### src/hw/rtl/joint_state_frame_receiver_core_defines.svh
// ----------------------------------------------------------------------------
// Joint state frame receiver assertion macros
// Shared assertion shorthands, clocked on clk and disabled while arst_n is low.
// ----------------------------------------------------------------------------
`ifndef JOINT_STATE_FRAME_RECEIVER_CORE_DEFINES_SVH
`define JOINT_STATE_FRAME_RECEIVER_CORE_DEFINES_SVH

// Consequent checked in the same cycle as the antecedent.
`define JSFR_ASSERT_IMP(name, ante, cons, msg) \
	name: assert property (@(posedge clk) disable iff (!arst_n) (ante) |-> (cons)) \
		else $error(msg);

// Consequent checked in the cycle after the antecedent.
`define JSFR_ASSERT_NXT(name, ante, cons, msg) \
	name: assert property (@(posedge clk) disable iff (!arst_n) (ante) |=> (cons)) \
		else $error(msg);

`endif

### src/hw/rtl/jsfr_pkg.sv
// ----------------------------------------------------------------------------
// Joint state frame receiver package
// Register codes, reset values and shared types of the frame receiver.
// ----------------------------------------------------------------------------
package jsfr_pkg;

	localparam int ANGLE_W       = 16;
	localparam int REPORT_JOINTS = 4;
	localparam int CFG_DATA_W    = 9;
	localparam int LIMIT_W       = 9;

	localparam logic [ANGLE_W-1:0] HOME_DEG    = 16'd90;
	localparam logic [ANGLE_W-1:0] SKIP_MARKER = 16'hFFFF;

	localparam logic [7:0]         SYNC_RESET  = 8'hA5;
	localparam logic [LIMIT_W-1:0] LIMIT_RESET = 9'd29;

	typedef enum logic [0:0] {
		REG_SYNC_VALUE = 1'b0,
		REG_JUMP_LIMIT = 1'b1
	} jsfr_reg_t;

	typedef struct packed {
		logic                     frame_good;
		logic [REPORT_JOINTS-1:0] update_mask;
	} jsfr_status_t;

endpackage

### src/hw/rtl/jsfr_fifo.sv
// ----------------------------------------------------------------------------
// Joint state frame receiver queue
// Small register queue with push/full and pop/empty handshakes.
// ----------------------------------------------------------------------------
`include "joint_state_frame_receiver_core_defines.svh"

module jsfr_fifo #(
	parameter int WIDTH = 8,
	parameter int DEPTH = 2
) (
	input  logic             clk,
	input  logic             arst_n,
	input  logic             push,
	output logic             full,
	input  logic [WIDTH-1:0] wdata,
	input  logic             pop,
	output logic             empty,
	output logic [WIDTH-1:0] rdata
);

	localparam int AW = (DEPTH > 1) ? $clog2(DEPTH) : 1;
	localparam int CW = $clog2(DEPTH + 1);

	logic [WIDTH-1:0] mem_q [DEPTH];
	logic [AW-1:0]    wr_ptr_q;
	logic [AW-1:0]    rd_ptr_q;
	logic [CW-1:0]    count_q;
	logic             do_push;
	logic             do_pop;

	assign full    = (count_q == CW'(DEPTH));
	assign empty   = (count_q == '0);
	assign do_push = push && !full;
	assign do_pop  = pop && !empty;
	assign rdata   = mem_q[rd_ptr_q];

	always_ff @(posedge clk or negedge arst_n) begin
		if (!arst_n) begin
			wr_ptr_q <= '0;
			rd_ptr_q <= '0;
			count_q  <= '0;
		end else begin
			if (do_push) begin
				wr_ptr_q <= (wr_ptr_q == AW'(DEPTH - 1)) ? '0 : wr_ptr_q + 1'b1;
			end
			if (do_pop) begin
				rd_ptr_q <= (rd_ptr_q == AW'(DEPTH - 1)) ? '0 : rd_ptr_q + 1'b1;
			end
			if (do_push && !do_pop) begin
				count_q <= count_q + 1'b1;
			end else if (do_pop && !do_push) begin
				count_q <= count_q - 1'b1;
			end
		end
	end

	always_ff @(posedge clk) begin
		if (do_push) begin
			mem_q[wr_ptr_q] <= wdata;
		end
	end

	`JSFR_ASSERT_NXT(a_full_holds, push && full && !pop, full, "Queue lost an entry while full.")

endmodule

### src/hw/rtl/jsfr_front.sv
// ----------------------------------------------------------------------------
// Joint state frame receiver front end
// Hunts for the sync byte, collects angle bytes and checks the frame sum.
// ----------------------------------------------------------------------------
`include "joint_state_frame_receiver_core_defines.svh"

module jsfr_front #(
	parameter int NUM_JOINTS = 4
) (
	input  logic                         clk,
	input  logic                         arst_n,
	input  logic                         byte_valid,
	input  logic [7:0]                   byte_data,
	input  logic [7:0]                   sync_value,
	input  logic                         frame_full,
	output logic                         frame_push,
	output logic                         frame_good,
	output logic [16*NUM_JOINTS-1:0]     frame_data
);

	localparam int FW = 16 * NUM_JOINTS;
	localparam int PW = $clog2(2 * NUM_JOINTS + 2);
	localparam logic [PW-1:0] LAST_POS = PW'(2 * NUM_JOINTS + 1);

	logic [PW-1:0] pos_q;
	logic [7:0]    sum_q;
	logic [FW-1:0] bytes_q;
	logic          accept;
	logic          data_phase;

	assign accept     = byte_valid && !frame_full;
	assign data_phase = (pos_q != '0) && (pos_q != LAST_POS);
	assign frame_push = accept && (pos_q == LAST_POS);
	assign frame_good = (sum_q == byte_data);
	assign frame_data = bytes_q;

	always_ff @(posedge clk or negedge arst_n) begin
		if (!arst_n) begin
			pos_q <= '0;
			sum_q <= '0;
		end else if (accept) begin
			priority if (pos_q == '0) begin
				if (byte_data == sync_value) begin
					pos_q <= PW'(1);
					sum_q <= '0;
				end
			end else if (pos_q == LAST_POS) begin
				pos_q <= '0;
				sum_q <= '0;
			end else begin
				pos_q <= pos_q + 1'b1;
				sum_q <= sum_q + byte_data;
			end
		end
	end

	always_ff @(posedge clk) begin
		if (accept && data_phase) begin
			bytes_q <= {byte_data, bytes_q[FW-1:8]};
		end
	end

	`JSFR_ASSERT_NXT(a_hunt_after_frame, frame_push, pos_q == '0, "Front did not return to hunting.")

endmodule

### src/hw/rtl/jsfr_back.sv
// ----------------------------------------------------------------------------
// Joint state frame receiver back end
// Applies checked frames to the stored joint angles and queues the results.
// ----------------------------------------------------------------------------
`include "joint_state_frame_receiver_core_defines.svh"

module jsfr_back #(
	parameter int NUM_JOINTS = 4
) (
	input  logic                          clk,
	input  logic                          arst_n,
	input  logic                          frame_empty,
	input  logic                          frame_good,
	input  logic [16*NUM_JOINTS-1:0]      frame_data,
	output logic                          frame_pop,
	input  logic [jsfr_pkg::LIMIT_W-1:0]  jump_limit,
	input  logic                          res_pop,
	output logic                          res_empty,
	output logic                          res_good,
	output logic [3:0]                    res_mask,
	output logic signed [15:0]            res_angle_0,
	output logic signed [15:0]            res_angle_1,
	output logic signed [15:0]            res_angle_2,
	output logic signed [15:0]            res_angle_3
);

	localparam int FW = 16 * NUM_JOINTS;
	localparam int RJ = jsfr_pkg::REPORT_JOINTS;
	localparam int RW = $bits(jsfr_pkg::jsfr_status_t) + 16 * RJ;

	logic [FW-1:0]         angles_q;
	logic [FW-1:0]         next_angles;
	logic [NUM_JOINTS-1:0] upd_mask;
	logic [16*RJ-1:0]      rep_angles;
	logic [RJ-1:0]         rep_mask;
	jsfr_pkg::jsfr_status_t status;
	logic                  res_full;
	logic                  take;
	logic [RW-1:0]         res_wdata;
	logic [RW-1:0]         res_rdata;

	assign take      = !frame_empty && !res_full;
	assign frame_pop = take;

	for (genvar j = 0; j < NUM_JOINTS; j++) begin : g_joint
		logic [15:0] nv;
		logic [15:0] cur;
		logic [16:0] diff;
		logic [16:0] absd;
		logic        too_far;

		assign nv      = frame_data[16*j +: 16];
		assign cur     = angles_q[16*j +: 16];
		assign diff    = {nv[15], nv} - {cur[15], cur};
		assign absd    = diff[16] ? (17'd0 - diff) : diff;
		assign too_far = (absd > 17'(jump_limit)) && (cur != jsfr_pkg::HOME_DEG);
		assign upd_mask[j] = frame_good && (nv != jsfr_pkg::SKIP_MARKER) && !too_far;
		assign next_angles[16*j +: 16] = upd_mask[j] ? nv : cur;
	end

	for (genvar k = 0; k < RJ; k++) begin : g_report
		if (k < NUM_JOINTS) begin : g_live
			assign rep_angles[16*k +: 16] = next_angles[16*k +: 16];
			assign rep_mask[k]            = upd_mask[k];
		end else begin : g_absent
			assign rep_angles[16*k +: 16] = '0;
			assign rep_mask[k]            = 1'b0;
		end
	end

	assign status.frame_good  = frame_good;
	assign status.update_mask = rep_mask;
	assign res_wdata          = {status, rep_angles};

	always_ff @(posedge clk or negedge arst_n) begin
		if (!arst_n) begin
			angles_q <= {NUM_JOINTS{jsfr_pkg::HOME_DEG}};
		end else if (take) begin
			angles_q <= next_angles;
		end
	end

	jsfr_fifo #(
		.WIDTH(RW),
		.DEPTH(2)
	) u_res_fifo (
		.clk   (clk),
		.arst_n(arst_n),
		.push  (take),
		.full  (res_full),
		.wdata (res_wdata),
		.pop   (res_pop),
		.empty (res_empty),
		.rdata (res_rdata)
	);

	assign res_good    = res_rdata[RW-1];
	assign res_mask    = res_rdata[RW-2 -: 4];
	assign res_angle_0 = res_rdata[15:0];
	assign res_angle_1 = res_rdata[31:16];
	assign res_angle_2 = res_rdata[47:32];
	assign res_angle_3 = res_rdata[63:48];

	`JSFR_ASSERT_NXT(a_bad_keeps_angles, take && !frame_good, $stable(angles_q), "Bad frame changed angles.")
	`JSFR_ASSERT_IMP(a_bad_no_mask, take && !frame_good, upd_mask == '0, "Bad frame set mask bits.")

endmodule

### src/hw/rtl/joint_state_frame_receiver_core.sv
// ----------------------------------------------------------------------------
// Joint state frame receiver core
// Parses sync-framed joint angle packets from a serial byte stream.
//
// Bytes enter on rx_byte through push/full. A frame is a sync byte, two
// little-endian bytes per joint and a checksum byte. Each completed frame
// gives one result word on the output side through empty/pop: frame_good,
// update_mask and the stored angles after the frame.
// One word is taken every cycle while full is low; full rises only when
// the frame queue between the parser and the update stage is full, which
// happens when results are not popped. The result for a frame goes through
// the frame queue, the update stage and the result queue once its checksum
// byte is accepted. Configuration writes on cfg_write/cfg_index/cfg_data
// take effect at the next edge. Reset returns the parser to hunting, empties
// both queues, sets every angle to 90 degrees and loads the register
// defaults. When the receiver stalls, results wait in a two-entry queue,
// then frames back up in a two-entry queue before full is raised.
// ----------------------------------------------------------------------------
module joint_state_frame_receiver_core #(
	parameter int NUM_JOINTS = 4
) (
	input  logic                             clk,
	input  logic                             arst_n,
	input  logic                             push,
	output logic                             full,
	input  logic [7:0]                       rx_byte,
	output logic                             empty,
	input  logic                             pop,
	output logic                             frame_good,
	output logic [3:0]                       update_mask,
	output logic signed [15:0]               angle_0,
	output logic signed [15:0]               angle_1,
	output logic signed [15:0]               angle_2,
	output logic signed [15:0]               angle_3,
	input  logic                             cfg_write,
	input  logic [0:0]                       cfg_index,
	input  logic [jsfr_pkg::CFG_DATA_W-1:0]  cfg_data
);

	localparam int FW = 16 * NUM_JOINTS;
	localparam int QW = FW + 1;

	logic [7:0]                  sync_value_q;
	logic [jsfr_pkg::LIMIT_W-1:0] jump_limit_q;
	logic                        fq_push;
	logic                        fq_full;
	logic                        fq_empty;
	logic                        fq_pop;
	logic                        front_good;
	logic [FW-1:0]               front_data;
	logic [QW-1:0]               fq_rdata;

	always_ff @(posedge clk or negedge arst_n) begin
		if (!arst_n) begin
			sync_value_q <= jsfr_pkg::SYNC_RESET;
			jump_limit_q <= jsfr_pkg::LIMIT_RESET;
		end else if (cfg_write) begin
			unique case (jsfr_pkg::jsfr_reg_t'(cfg_index))
				jsfr_pkg::REG_SYNC_VALUE: sync_value_q <= cfg_data[7:0];
				jsfr_pkg::REG_JUMP_LIMIT: jump_limit_q <= cfg_data[jsfr_pkg::LIMIT_W-1:0];
			endcase
		end
	end

	assign full = fq_full;

	jsfr_front #(
		.NUM_JOINTS(NUM_JOINTS)
	) u_front (
		.clk       (clk),
		.arst_n    (arst_n),
		.byte_valid(push),
		.byte_data (rx_byte),
		.sync_value(sync_value_q),
		.frame_full(fq_full),
		.frame_push(fq_push),
		.frame_good(front_good),
		.frame_data(front_data)
	);

	jsfr_fifo #(
		.WIDTH(QW),
		.DEPTH(2)
	) u_frame_fifo (
		.clk   (clk),
		.arst_n(arst_n),
		.push  (fq_push),
		.full  (fq_full),
		.wdata ({front_good, front_data}),
		.pop   (fq_pop),
		.empty (fq_empty),
		.rdata (fq_rdata)
	);

	jsfr_back #(
		.NUM_JOINTS(NUM_JOINTS)
	) u_back (
		.clk        (clk),
		.arst_n     (arst_n),
		.frame_empty(fq_empty),
		.frame_good (fq_rdata[QW-1]),
		.frame_data (fq_rdata[FW-1:0]),
		.frame_pop  (fq_pop),
		.jump_limit (jump_limit_q),
		.res_pop    (pop),
		.res_empty  (empty),
		.res_good   (frame_good),
		.res_mask   (update_mask),
		.res_angle_0(angle_0),
		.res_angle_1(angle_1),
		.res_angle_2(angle_2),
		.res_angle_3(angle_3)
	);

endmodule

### config.mk
export PLATFORM = sky130hd
export DESIGN_NAME = joint_state_frame_receiver_core
export DESIGN_NICKNAME = d
export VERILOG_FILES = /design/src/hw/rtl/jsfr_pkg.sv /design/src/hw/rtl/jsfr_fifo.sv /design/src/hw/rtl/jsfr_front.sv /design/src/hw/rtl/jsfr_back.sv /design/src/hw/rtl/joint_state_frame_receiver_core.sv
export VERILOG_INCLUDE_DIRS = /design/src /design/src/hw/rtl
export SDC_FILE = /design/constraint.sdc
export NUM_CORES = 1
export LEC_CHECK = 0
export BUFFER_PORTS_ARGS = -buffer_cell sky130_fd_sc_hd__buf_2
export CORE_ASPECT_RATIO = 0.6
export CORE_MARGIN = 8
export CORE_UTILIZATION = 60
export DETAILED_ROUTE_END_ITERATION = 10
export GPL_TIMING_DRIVEN = 0
export PLACE_DENSITY = 0.76
export SYNTH_ARGS = -nofsm -noshare
export SYNTH_HDL_FRONTEND = slang
export SYNTH_HIERARCHICAL = 1
export SYNTH_SLANG_ARGS = --single-unit
### constraint.sdc
create_clock -name clk -period 13.63 [get_ports clk]
set_input_delay 2.726 -clock clk [delete_from_list [all_inputs] [get_ports clk]]
set_output_delay 2.726 -clock clk [all_outputs]
set_load 0.02 [all_outputs]
-- After elaboration in Yosys (flattened, before gate mapping)
Memories as Yosys holds them, arrays and structs flattened.
Cells that the tools add are included.
- word-level logic and storage cells: 124
- bits in registers: 165
- memories kept: 2
- input port bits: 23
- bits in read-only memories: 0
- bits in writable memories: 268
- bits in latches: 0
- memory list (name ; depth ; width ; rd ports ; clocked after Yosys merged registers in ; wr ports ; line ; text):
    u_back.u_res_fifo.mem_q ; 2 ; 69 ; 1 ; 0 ; 1 ; jsfr_fifo.sv:24 ; logic [WIDTH-1:0] mem_q [DEPTH];
    u_frame_fifo.mem_q ; 2 ; 65 ; 1 ; 0 ; 1 ; jsfr_fifo.sv:24 ;
- muxes and demuxes: 26
- $lt $le $gt $ge: 4
- equal/unequal tests: 15
- bitwise operators: 1
- shift operators: 0
- reductions and logical operators: 46
- add/sub/neg operators: 18
- div/mod/pow operators: 0
- multiply operators: 0
- operator list (kind ; number):
    $gt 17x9->1 ; 4
    $mux 17 ; 4
    $sub 1x17->17 const A ; 4
    $sub 16x16->17 ; 4
    $mux 16 ; 4
    $ne 16x16->1 const B ; 4
    $ne 16x7->1 const B ; 4
    $logic_and 1x1->1 ; 25
    $mux 8 ; 3
    $eq 8x8->1 ; 2
    $logic_not 1->1 ; 12
    $mux 4 ; 3
    $add 8x8->8 ; 1
    $mux 1 ; 8
    $mux 2 ; 4
    $reduce_and 2->1 ; 3
    $add 1x1->1 const B ; 4
    $add 2x1->2 const B ; 2
    $add 4x1->4 const B ; 1
    $eq 2x2->1 const B ; 2
    $eq 4x4->1 const B ; 1
    $logic_not 2->1 ; 2
    $logic_not 4->1 ; 1
    $ne 4x4->1 const B ; 1
    other kinds (5) ; 7

-- Depth between registers and ports, before layout
Gate-level depths: netlist (run 1).
- depth in word-level cells: 9
- gate-level depth with buffers: 26
- depth with buffers taken out: 23

-- Cells and area by module
The synthesis (run 1) kept the hierarchy.
- modules (own cells, without submodules) (module ; area each (um^2) ; times used ; cells an instance ; seq. area each (um^2)):
    jsfr_back ; 10491.3 ; 1 ; 1325 ; 1621.6
    jsfr_fifo (u_back.u_res_fifo) ; 5527.8 ; 1 ; 234 ; 4244.1
    jsfr_fifo (u_frame_fifo) ; 5048.6 ; 1 ; 221 ; 4003.8
    jsfr_front ; 2911.5 ; 1 ; 164 ; 2222.1
    joint_state_frame_receiver_core ; 660.6 ; 1 ; 37 ; 435.4

-- Worst setup path after synthesis (run 1)
OpenSTA, ideal clock, no wires.
- path kind: input-to-reg
- start: input push
- end: memory u_frame_fifo/mem_q[0][0] (netlist name), enable pin
- setup slack: 7232 ps
- data required time: 13142 ps
- arrival time: 5910 ps
- setup time: 488 ps
- buffers on the path: 0
- stages: 4
- path through: nor2b_1 and3_1 nand2_1 nor2_1
- cells in the longest elaborated chain, start to end: 5
- RTL lines (what ; line ; text):
    start: declaration ; joint_state_frame_receiver_core.sv:24 ; input logic push,
    $logic_and 1x1->1 ; jsfr_front.sv:31 ; assign accept = byte_valid && !frame_full;
    $logic_and 1x1->1 ; jsfr_front.sv:33 ; assign frame_push = accept && (pos_q == LAST_POS);
    net fq_push ; joint_state_frame_receiver_core.sv:45 ; logic fq_push;
    $logic_and 1x1->1 ; jsfr_fifo.sv:33 ; assign do_push = push && !full;
    $mux 1 ; jsfr_fifo.sv:58 ; if (do_push) begin
    $mux 1 (not written as such) ; jsfr_fifo.sv:59 ; mem_q[wr_ptr_q] <= wdata;
    end: declaration ; jsfr_fifo.sv:24 ;
The timed path passes the listed nets, and every way through them passes these cells.

-- Worst setup path in the final report (run 1)
- start: register u_frame_fifo.rd_ptr_q
- end: memory u_back/u_res_fifo/mem_q[1][55] (netlist name) (data pin)
- cells in the longest elaborated chain, start to end: 9
- elaborated cells on any way between the ends: 11
- RTL lines (what ; line ; text):
    start: declaration ; jsfr_fifo.sv:26 ; logic [AW-1:0] rd_ptr_q;
    start signal: assignment ; jsfr_fifo.sv:47 ; rd_ptr_q <= (rd_ptr_q == AW'(DEPTH - 1)) ? '0 : rd_ptr_q + 1'b1;
    $mem_v2 2x65 * ; -- ;
    net fq_rdata[51] ; joint_state_frame_receiver_core.sv:51 ; logic [QW-1:0] fq_rdata;
    $sub 16x16->17 ; jsfr_back.sv:54 ; assign diff = {nv[15], nv} - {cur[15], cur};
    $sub 1x17->17 ; jsfr_back.sv:55 ; assign absd = diff[16] ? (17'd0 - diff) : diff;
    $mux 17 ; jsfr_back.sv:55 ;
    $gt 17x9->1 ; jsfr_back.sv:56 ; assign too_far = (absd > 17'(jump_limit)) && (cur != jsfr_pkg::HOME_DEG);
    $logic_and 1x1->1 ; jsfr_back.sv:56 ;
    $logic_not 1->1 ; jsfr_back.sv:57 ; assign upd_mask[j] = frame_good && (nv != jsfr_pkg::SKIP_MARKER) && !too_far;
    $logic_and 1x1->1 * ; jsfr_back.sv:57 ;
    $mux 16 * ; jsfr_back.sv:58 ; assign next_angles[16*j +: 16] = upd_mask[j] ? nv : cur;
    net u_back.next_angles[55] ; jsfr_back.sv:32 ; logic [FW-1:0] next_angles;
    end: declaration ; jsfr_fifo.sv:24 ;
The timed path passes the listed nets; every way through them passes the cells marked *.

==> results_dict.tcl, run 1 <==
set metrics [dict create \
    outcome "complete, no violations" \
    rows 57 \
    clockRootBuffer "clkbuf_16" \
    cp_top_family "compound AO/OA/AOI/OAI gates" \
    cp_max_fo 10 \
    synth.top_cells.by_count "edfxtp_1 (332), inv_1 (132), ha_1 (116), mux2_4 (112), nand2_1 (88)" \
    synth_warnings 6 \
    area_growth_pct 10.7 \
    start_util_pct 60.8 \
    seq_area_frac_synth_pct 50.8 \
    r2r_cells 25 \
    drive_gt1_share_pct 21.9 \
    grt.overflow.total 0 \
    startpoint "u_frame_fifo/rd_ptr_q" \
    antenna_found_initial 0 \
    critical_path_buf_inv_count 5 \
    clk_pin_slew_worst_paths_ns 0.07 \
    wl_um 64000 \
    slew-limit-headroom_pct 8.37 \
    grt_max_degree 66 \
    hp-class "register to register" \
    synth_ff_type "edfxtp_1" \
    ctsLongestPathBuffers 3 \
    cts_sinks 433 \
    synth_cells 1981 \
    synthTopCellsByArea "edfxtp_1 (40%), dfrtp_1 (7.8%), mux2_4 (6.8%)" \
    diodes 0 \
    die_h_um 173 \
    fill_cells 2936 \
    synthArstFlopShare_pct 23.3 \
    ys_types 116 \
    syn_area_per_cell_um2 12.4 \
    cts_max_level 2 \
    io_buffers 93 \
    startpoint_type "register" \
    finalHoldViolCount 0 \
    setup_tns_ns 0 \
    synth_area_leader_cell "edfxtp_1" \
    syn_nets 2125 \
    crit_arrival_ns 7.50 \
    via_per_inst 6.55 \
    period_needed_ns 7.17 \
    skew_ns 0.0171 \
    slowest_delay_ns 0.59 \
    regToRegSetupSlack_ns 6.46 \
    grt_pass1_vias 16700 \
    crit_slowest_cell "a21oi_1" \
    rsz0062_at_grt "no" \
    die-area_um2 48000 \
    setup_viol 0 \
    fp.dieW_um 278 \
    finalCritPeriodShare_pct 52.6 \
    coreArea_um2 40500 \
    yosys_register_bits 433 \
    crit_cells 25 \
    dr.pass1.iters 8 \
    gp_congestion 0.961 \
    pin_count 94 \
    grt_pass1_wl_um 99300 \
    cap_violations 0 \
    worst_slew_pin_slew_ns 1.37 \
    critPathRequiredTime_ns 13.96 \
    clk_latency_ns 0.55 \
    cts_buffers 40 \
    cpMostUsedCell "clkbuf_1" \
    yosysTopAreaCellShare_pct 40.5 \
    yosysMostFrequentCell "edfxtp_1" \
    syn_area_um2 24600 \
    grt_usage_pct 26.0 \
    hpwl_um 47900 \
    drt_iter0_drc 2217 \
    ctsResizeCount 0 \
    ant_nets 0 \
    route.detailed.drc 0 \
    cts_tree "done" \
    worstSetupEndpoint "u_back/u_res_fifo/mem_q[1][55]" \
    path_class "register to register" \
    cts_hold_buffers 0 \
    maxSlewViolCount 0 \
    cts_setup_buffers 0 \
    synth-edff-count 332 \
    max_freq_mhz 140 \
    r2r_end "u_back/u_res_fifo/mem_q[1][55]" \
    r2r-start "u_frame_fifo/rd_ptr_q" \
    vias 17600 \
    wl_per_cell_um 23.8 \
    cp-end-kind "register" \
    fin_nets 2269 \
]
flip-flops by register name, indices dropped and copies added, names as in the netlist:
name                        flops
u_frame_fifo/rd_ptr_q           1
u_back/angles_q                64
sync_value_q                    8
u_front/pos_q                   4
u_front/frame_data             64
u_back/u_res_fifo/rd_ptr_q      1
u_frame_fifo/count_q            2
u_frame_fifo/wr_ptr_q           1
u_back/u_res_fifo/count_q       2
u_back/u_res_fifo/mem_q       138
u_front/sum_q                   8
u_frame_fifo/mem_q            130
u_back/u_res_fifo/wr_ptr_q      1
jump_limit_q                    9
worst min path at each step:
stage	cells after the start	from	to
floorplan	0	u_front/frame_data[0]	u_frame_fifo/mem_q[0][0]
global placement	0	u_front/frame_data[4]	u_frame_fifo/mem_q[1][4]
detailed placement	0	u_front/frame_data[0]	u_frame_fifo/mem_q[0][0]
CTS	0	u_front/frame_data[3]	u_frame_fifo/mem_q[0][3]
global route	0	u_front/frame_data[0]	u_frame_fifo/mem_q[1][0]
finish	0	u_front/frame_data[3]	u_frame_fifo/mem_q[0][3]
routing by layer:
layer	vias up	global-route usage [%]	part of all wire [%]
met4	0	4.88	1.5
met1	8637	40.6	48
met5	-	0	0
met3	82	6.21	9.8
met2	888	36.4	41
li1	7985	-	-
worst register-to-register path: cells and delay by family, from the launching register on:
family / cells / cell delay, ns
buffers and inverters: 5 / 1.43
multiplexers: 1 / 0.36
AND/OR/NAND/NOR: 3 / 0.71
AO/OA/AOI/OAI: 14 / 3.55
flip-flops: 1 / 0.38
adder cells (fa/ha/maj): 2 / 0.53
cells in the final DEF, fill, tap and decap left out, types with 19 or more instances in the layout:
| cell | Yosys | routed |
|---|---|---|
| o211ai_1 | 19 | 19 |
| o21ai_0 | 59 | 59 |
| nor2b_1 | 21 | 21 |
| o31ai_1 | 22 | 22 |
| buf_2 | 18 | 110 |
| nand3_1 | 32 | 32 |
| nand4_1 | 42 | 42 |
| dfstp_2 | 24 | 24 |
| nor4_1 | 33 | 33 |
| inv_1 | 132 | 132 |
| nor2_1 | 87 | 84 |
| mux2_2 | 78 | 78 |
| a21oi_1 | 84 | 84 |
| xor2_1 | 27 | 27 |
| nand2b_1 | 22 | 22 |
| clkbuf_16 | 0 | 41 |
| edfxtp_1 | 332 | 332 |
| a22o_1 | 41 | 41 |
| a21o_1 | 30 | 30 |
| clkbuf_1 | 31 | 40 |
| mux2_4 | 112 | 112 |
| nand2_1 | 88 | 88 |
| xnor2_1 | 64 | 64 |
| o41ai_1 | 28 | 28 |
| nor3_1 | 21 | 21 |
| dfrtp_1 | 77 | 77 |
| ha_1 | 116 | 116 |
cells by family (layout without fill, tap and decap cells):
family          Yosys count  after routing  synth area share, %
buf+inv                 202            375                 3.97
simple gates            444            444                 9.79
mux                     208            208                 11.2
xor+xnor                 91             91                 3.23
fa+ha+maj               121            121                 6.30
compound gates          482            482                 14.7
flops                   433            433                 50.8
per-stage QoR:
stage / worst slack, ns / util [%] / instances / hold slack (ns) / area, um^2
after floorplan: 7.23 / - / 1981 / 0.421 / 24600
after global placement: 5.41 / 63.6 / 2605 / 0.426 / 25800
after detailed placement: 6.67 / 64.2 / 2614 / 0.436 / 26000
after CTS: 6.64 / 67.3 / 2685 / 0.447 / 27300
after global routing: 6.01 / 67.3 / 2685 / 0.453 / 27300
final: 6.46 / 67.3 / 2685 / 0.447 / 27300
final cells by class:
| cell class | instances | area [um^2] | area share [%] |
|---|---|---|---|
| Tap cell | 531 | 664 | 2.44 |
| Buffer | 68 | 474 | 1.74 |
| Sequential cell | 433 | 12500 | 45.9 |
| Inverter | 134 | 503 | 1.84 |
| Clock buffer | 53 | 1100 | 4.04 |
| Multi-Input combinational cell | 1346 | 11200 | 40.9 |
| Clock inverter | 18 | 158 | 0.578 |
| Timing Repair Buffer | 102 | 682 | 2.50 |
Power of run 1 is not shown: default switching activity piles up to over one toggle a cycle in this logic, so the estimate is an artifact.
==> run 2: changes to the inputs <==
ABC_AREA = 1   (was not set)
CORE_UTILIZATION = 57   (was 60)
PLACE_DENSITY = 0.75   (was 0.76)
clock period = 5.8 ns   (was 13.63 ns; I/O delays follow)
==> run 2 against run 1 <==
- register-to-register slack worse by 6.2 ns
- core utilization is 3.7 points lower
- cell count is 43% higher
- wire length is 5.3% higher
- area after synthesis is 3.4% higher
- critical endpoint is now u_back/u_res_fifo/mem_q[0][56]
- die area is 8.2% higher
- via count is 20% higher
- clock skew is 0.0047 ns higher
- non-clock buffer count is 5 lower
- worst hold slack better by 0.0052 ns
- sequential cell count stayed put
==> results_dict.tcl, run 2 <==
set metrics [dict create \
    outcome "complete, no violations" \
    rows 60 \
    ant_nets 0 \
    cp-end-kind "register" \
    final_cell_mix "nand2_1 (1,175), inv_1 (380), edfxtp_1 (332), nand3_1 (320), nor2_1 (147)" \
    via_per_inst 5.49 \
    die-area_um2 52000 \
    grt_pass1_wl_um 105000 \
    slowest_delay_ns 0.42 \
    seq_area_frac_synth_pct 49.2 \
    clockRootBuffer "clkbuf_16" \
    synthArstFlopShare_pct 23.3 \
    area_growth_pct 11.0 \
    wl_per_cell_um 17.5 \
    fin_nets 3375 \
    cts_tree "done" \
    yosysMostFrequentCell "nand2_1" \
    start_util_pct 57.3 \
    synth_cells 3087 \
    antenna_found_initial 2 \
    registers.top_by_ff_count "u_back/u_res_fifo/mem_q" \
    die_h_um 180 \
    synth.top_cells.by_count "nand2_1 (1,176), inv_1 (382), edfxtp_1 (332), nand3_1 (320), nor2_1 (149)" \
    fp.dieW_um 289 \
    clk_latency_ns 0.56 \
    grt_pass1_vias 19400 \
    cpMostUsedCell "nand2_1" \
    skew_ns 0.0217 \
    vias 21100 \
    finalCritPeriodShare_pct 96.0 \
    drive_gt1_share_pct 11.7 \
    maxSlewViolCount 0 \
    dpl.cell_count 3776 \
    route.detailed.drc 0 \
    synth_warnings 6 \
    setup_viol 0 \
    design_area_um2 28300 \
    yosysTopAreaCellShare_pct 39.1 \
    grt_usage_pct 25.4 \
    clk_pin_slew_worst_paths_ns 0.07 \
    slew-limit-headroom_pct 35.1 \
    finalNonFillerCells 3851 \
    cts_hold_buffers 0 \
    crit_slowest_cell "dfrtp_1" \
    largestRegisters "u_back/u_res_fifo/mem_q (138), u_frame_fifo/mem_q (130)" \
    syn_area_um2 25500 \
    io_buffers 92 \
    hpwl_um 52100 \
    drt_iter0_drc 2272 \
    cts_sinks 433 \
    syn_area_per_cell_um2 8.26 \
    finalHoldViolCount 0 \
    wl_um 67400 \
    critPathRequiredTime_ns 6.10 \
    pin_count 94 \
    gp_congestion 0.941 \
    hold_ws_ns 0.452 \
    crit_arrival_ns 5.87 \
    path_class "register to register" \
    dr.pass1.iters 5 \
    synthTopCellsByArea "edfxtp_1 (39%), nand2_1 (17%), dfrtp_1 (7.6%)" \
    period_needed_ns 5.57 \
    synth_area_leader_cell "edfxtp_1" \
    syn_nets 3231 \
    startpoint_type "register" \
    diodes 0 \
    yosys_register_bits 433 \
    synth_ff_type "edfxtp_1" \
    worst_slew_pin_slew_ns 0.960 \
    grt_max_degree 66 \
    cts_buffers 41 \
    cts_max_level 2 \
    hp-class "register to register" \
    synth-edff-count 332 \
    cp_max_fo 10 \
    place_area_um2 26900 \
    largest_reg_flops 138 \
    final_common_cell "nand2_1" \
    max_freq_mhz 180 \
    grt.overflow.total 0 \
    cap_violations 0 \
    ys_types 47 \
    ctsLongestPathBuffers 3 \
    coreArea_um2 44400 \
]
run 2: area by class of cell:
class | count | area, um^2
sequential | 433 | 12500
tap | 589 | 737
fill | 3735 | 16200
inverter | 399 | 1520
clock inverter | 19 | 194
timing repair buffer | 101 | 664
multi-input combinational | 2191 | 11000
buffer | 64 | 510
clock buffer | 55 | 1160
run 2: final timing paths:
kind	endpoint	cells after the start	start	slack, ns
max in group asynchronous	u_back/angles_q[22]	2	arst_n	4.51
worst min-delay path	u_frame_fifo/mem_q[0][2]	0	u_front/frame_data[2]	0.45
worst max-delay path	u_back/u_res_fifo/mem_q[0][56]	35	u_frame_fifo/rd_ptr_q	0.23
min in group asynchronous	u_front/pos_q[0]	1	arst_n	0.54
worst min register to register	u_frame_fifo/mem_q[0][2]	0	u_front/frame_data[2]	0.45
worst max register to register	u_back/u_res_fifo/mem_q[0][56]	35	u_frame_fifo/rd_ptr_q	0.23
run 2: metrics by stage:
stage | utilization [%] | setup WS [ns] | setup TNS (ns)
floorplan | - | 0.848 | 0
CTS | 63.6 | 0.203 | 0
global route | 63.6 | -0.000562 | -0.000562
finish | 63.6 | 0.231 | 0
global placement | 60.0 | -1.01 | -110.44
detailed placement | 60.5 | 0.242 | 0
run 2: logic make-up after synthesis:
| group | count (synthesis) | synth area share (%) |
|---|---|---|
| fa+ha+maj | 121 | 6.09 |
| simple gates | 1904 | 32.7 |
| flops | 433 | 49.2 |
| compound gates | 125 | 2.82 |
| xor+xnor | 41 | 1.41 |
| buf+inv | 463 | 7.86 |
run 2: metal layers:
| metal | vias to the layer above | track usage, % | part of all wire [%] |
|---|---|---|---|
| li1 | 10300 | - | - |
| met1 | 9982 | 40.6 | 49 |
| met2 | 839 | 36.4 | 41 |
| met3 | 57 | 4.17 | 9.4 |
| met4 | 0 | 3.61 | 1.0 |
| met5 | - | 0 | 0 |
run 2: repair_timing:
item	4_1_cts	5_1_grt
buffers inserted	0	1
endpoints found under the setup margin	0	73
gates resized for setup	0	11
run 2: critical path, delay by kind of cell, from the launching register on:
kind / cells / cell delay (ns)
AND/OR/NAND/NOR: 19 / 2.22
XOR/XNOR: 1 / 0.19
buffers and inverters: 8 / 0.93
flip-flops: 1 / 0.42
AO/OA/AOI/OAI: 4 / 0.51
adder cells (fa/ha/maj): 3 / 0.97
Power of run 2 is left out for the same reason.
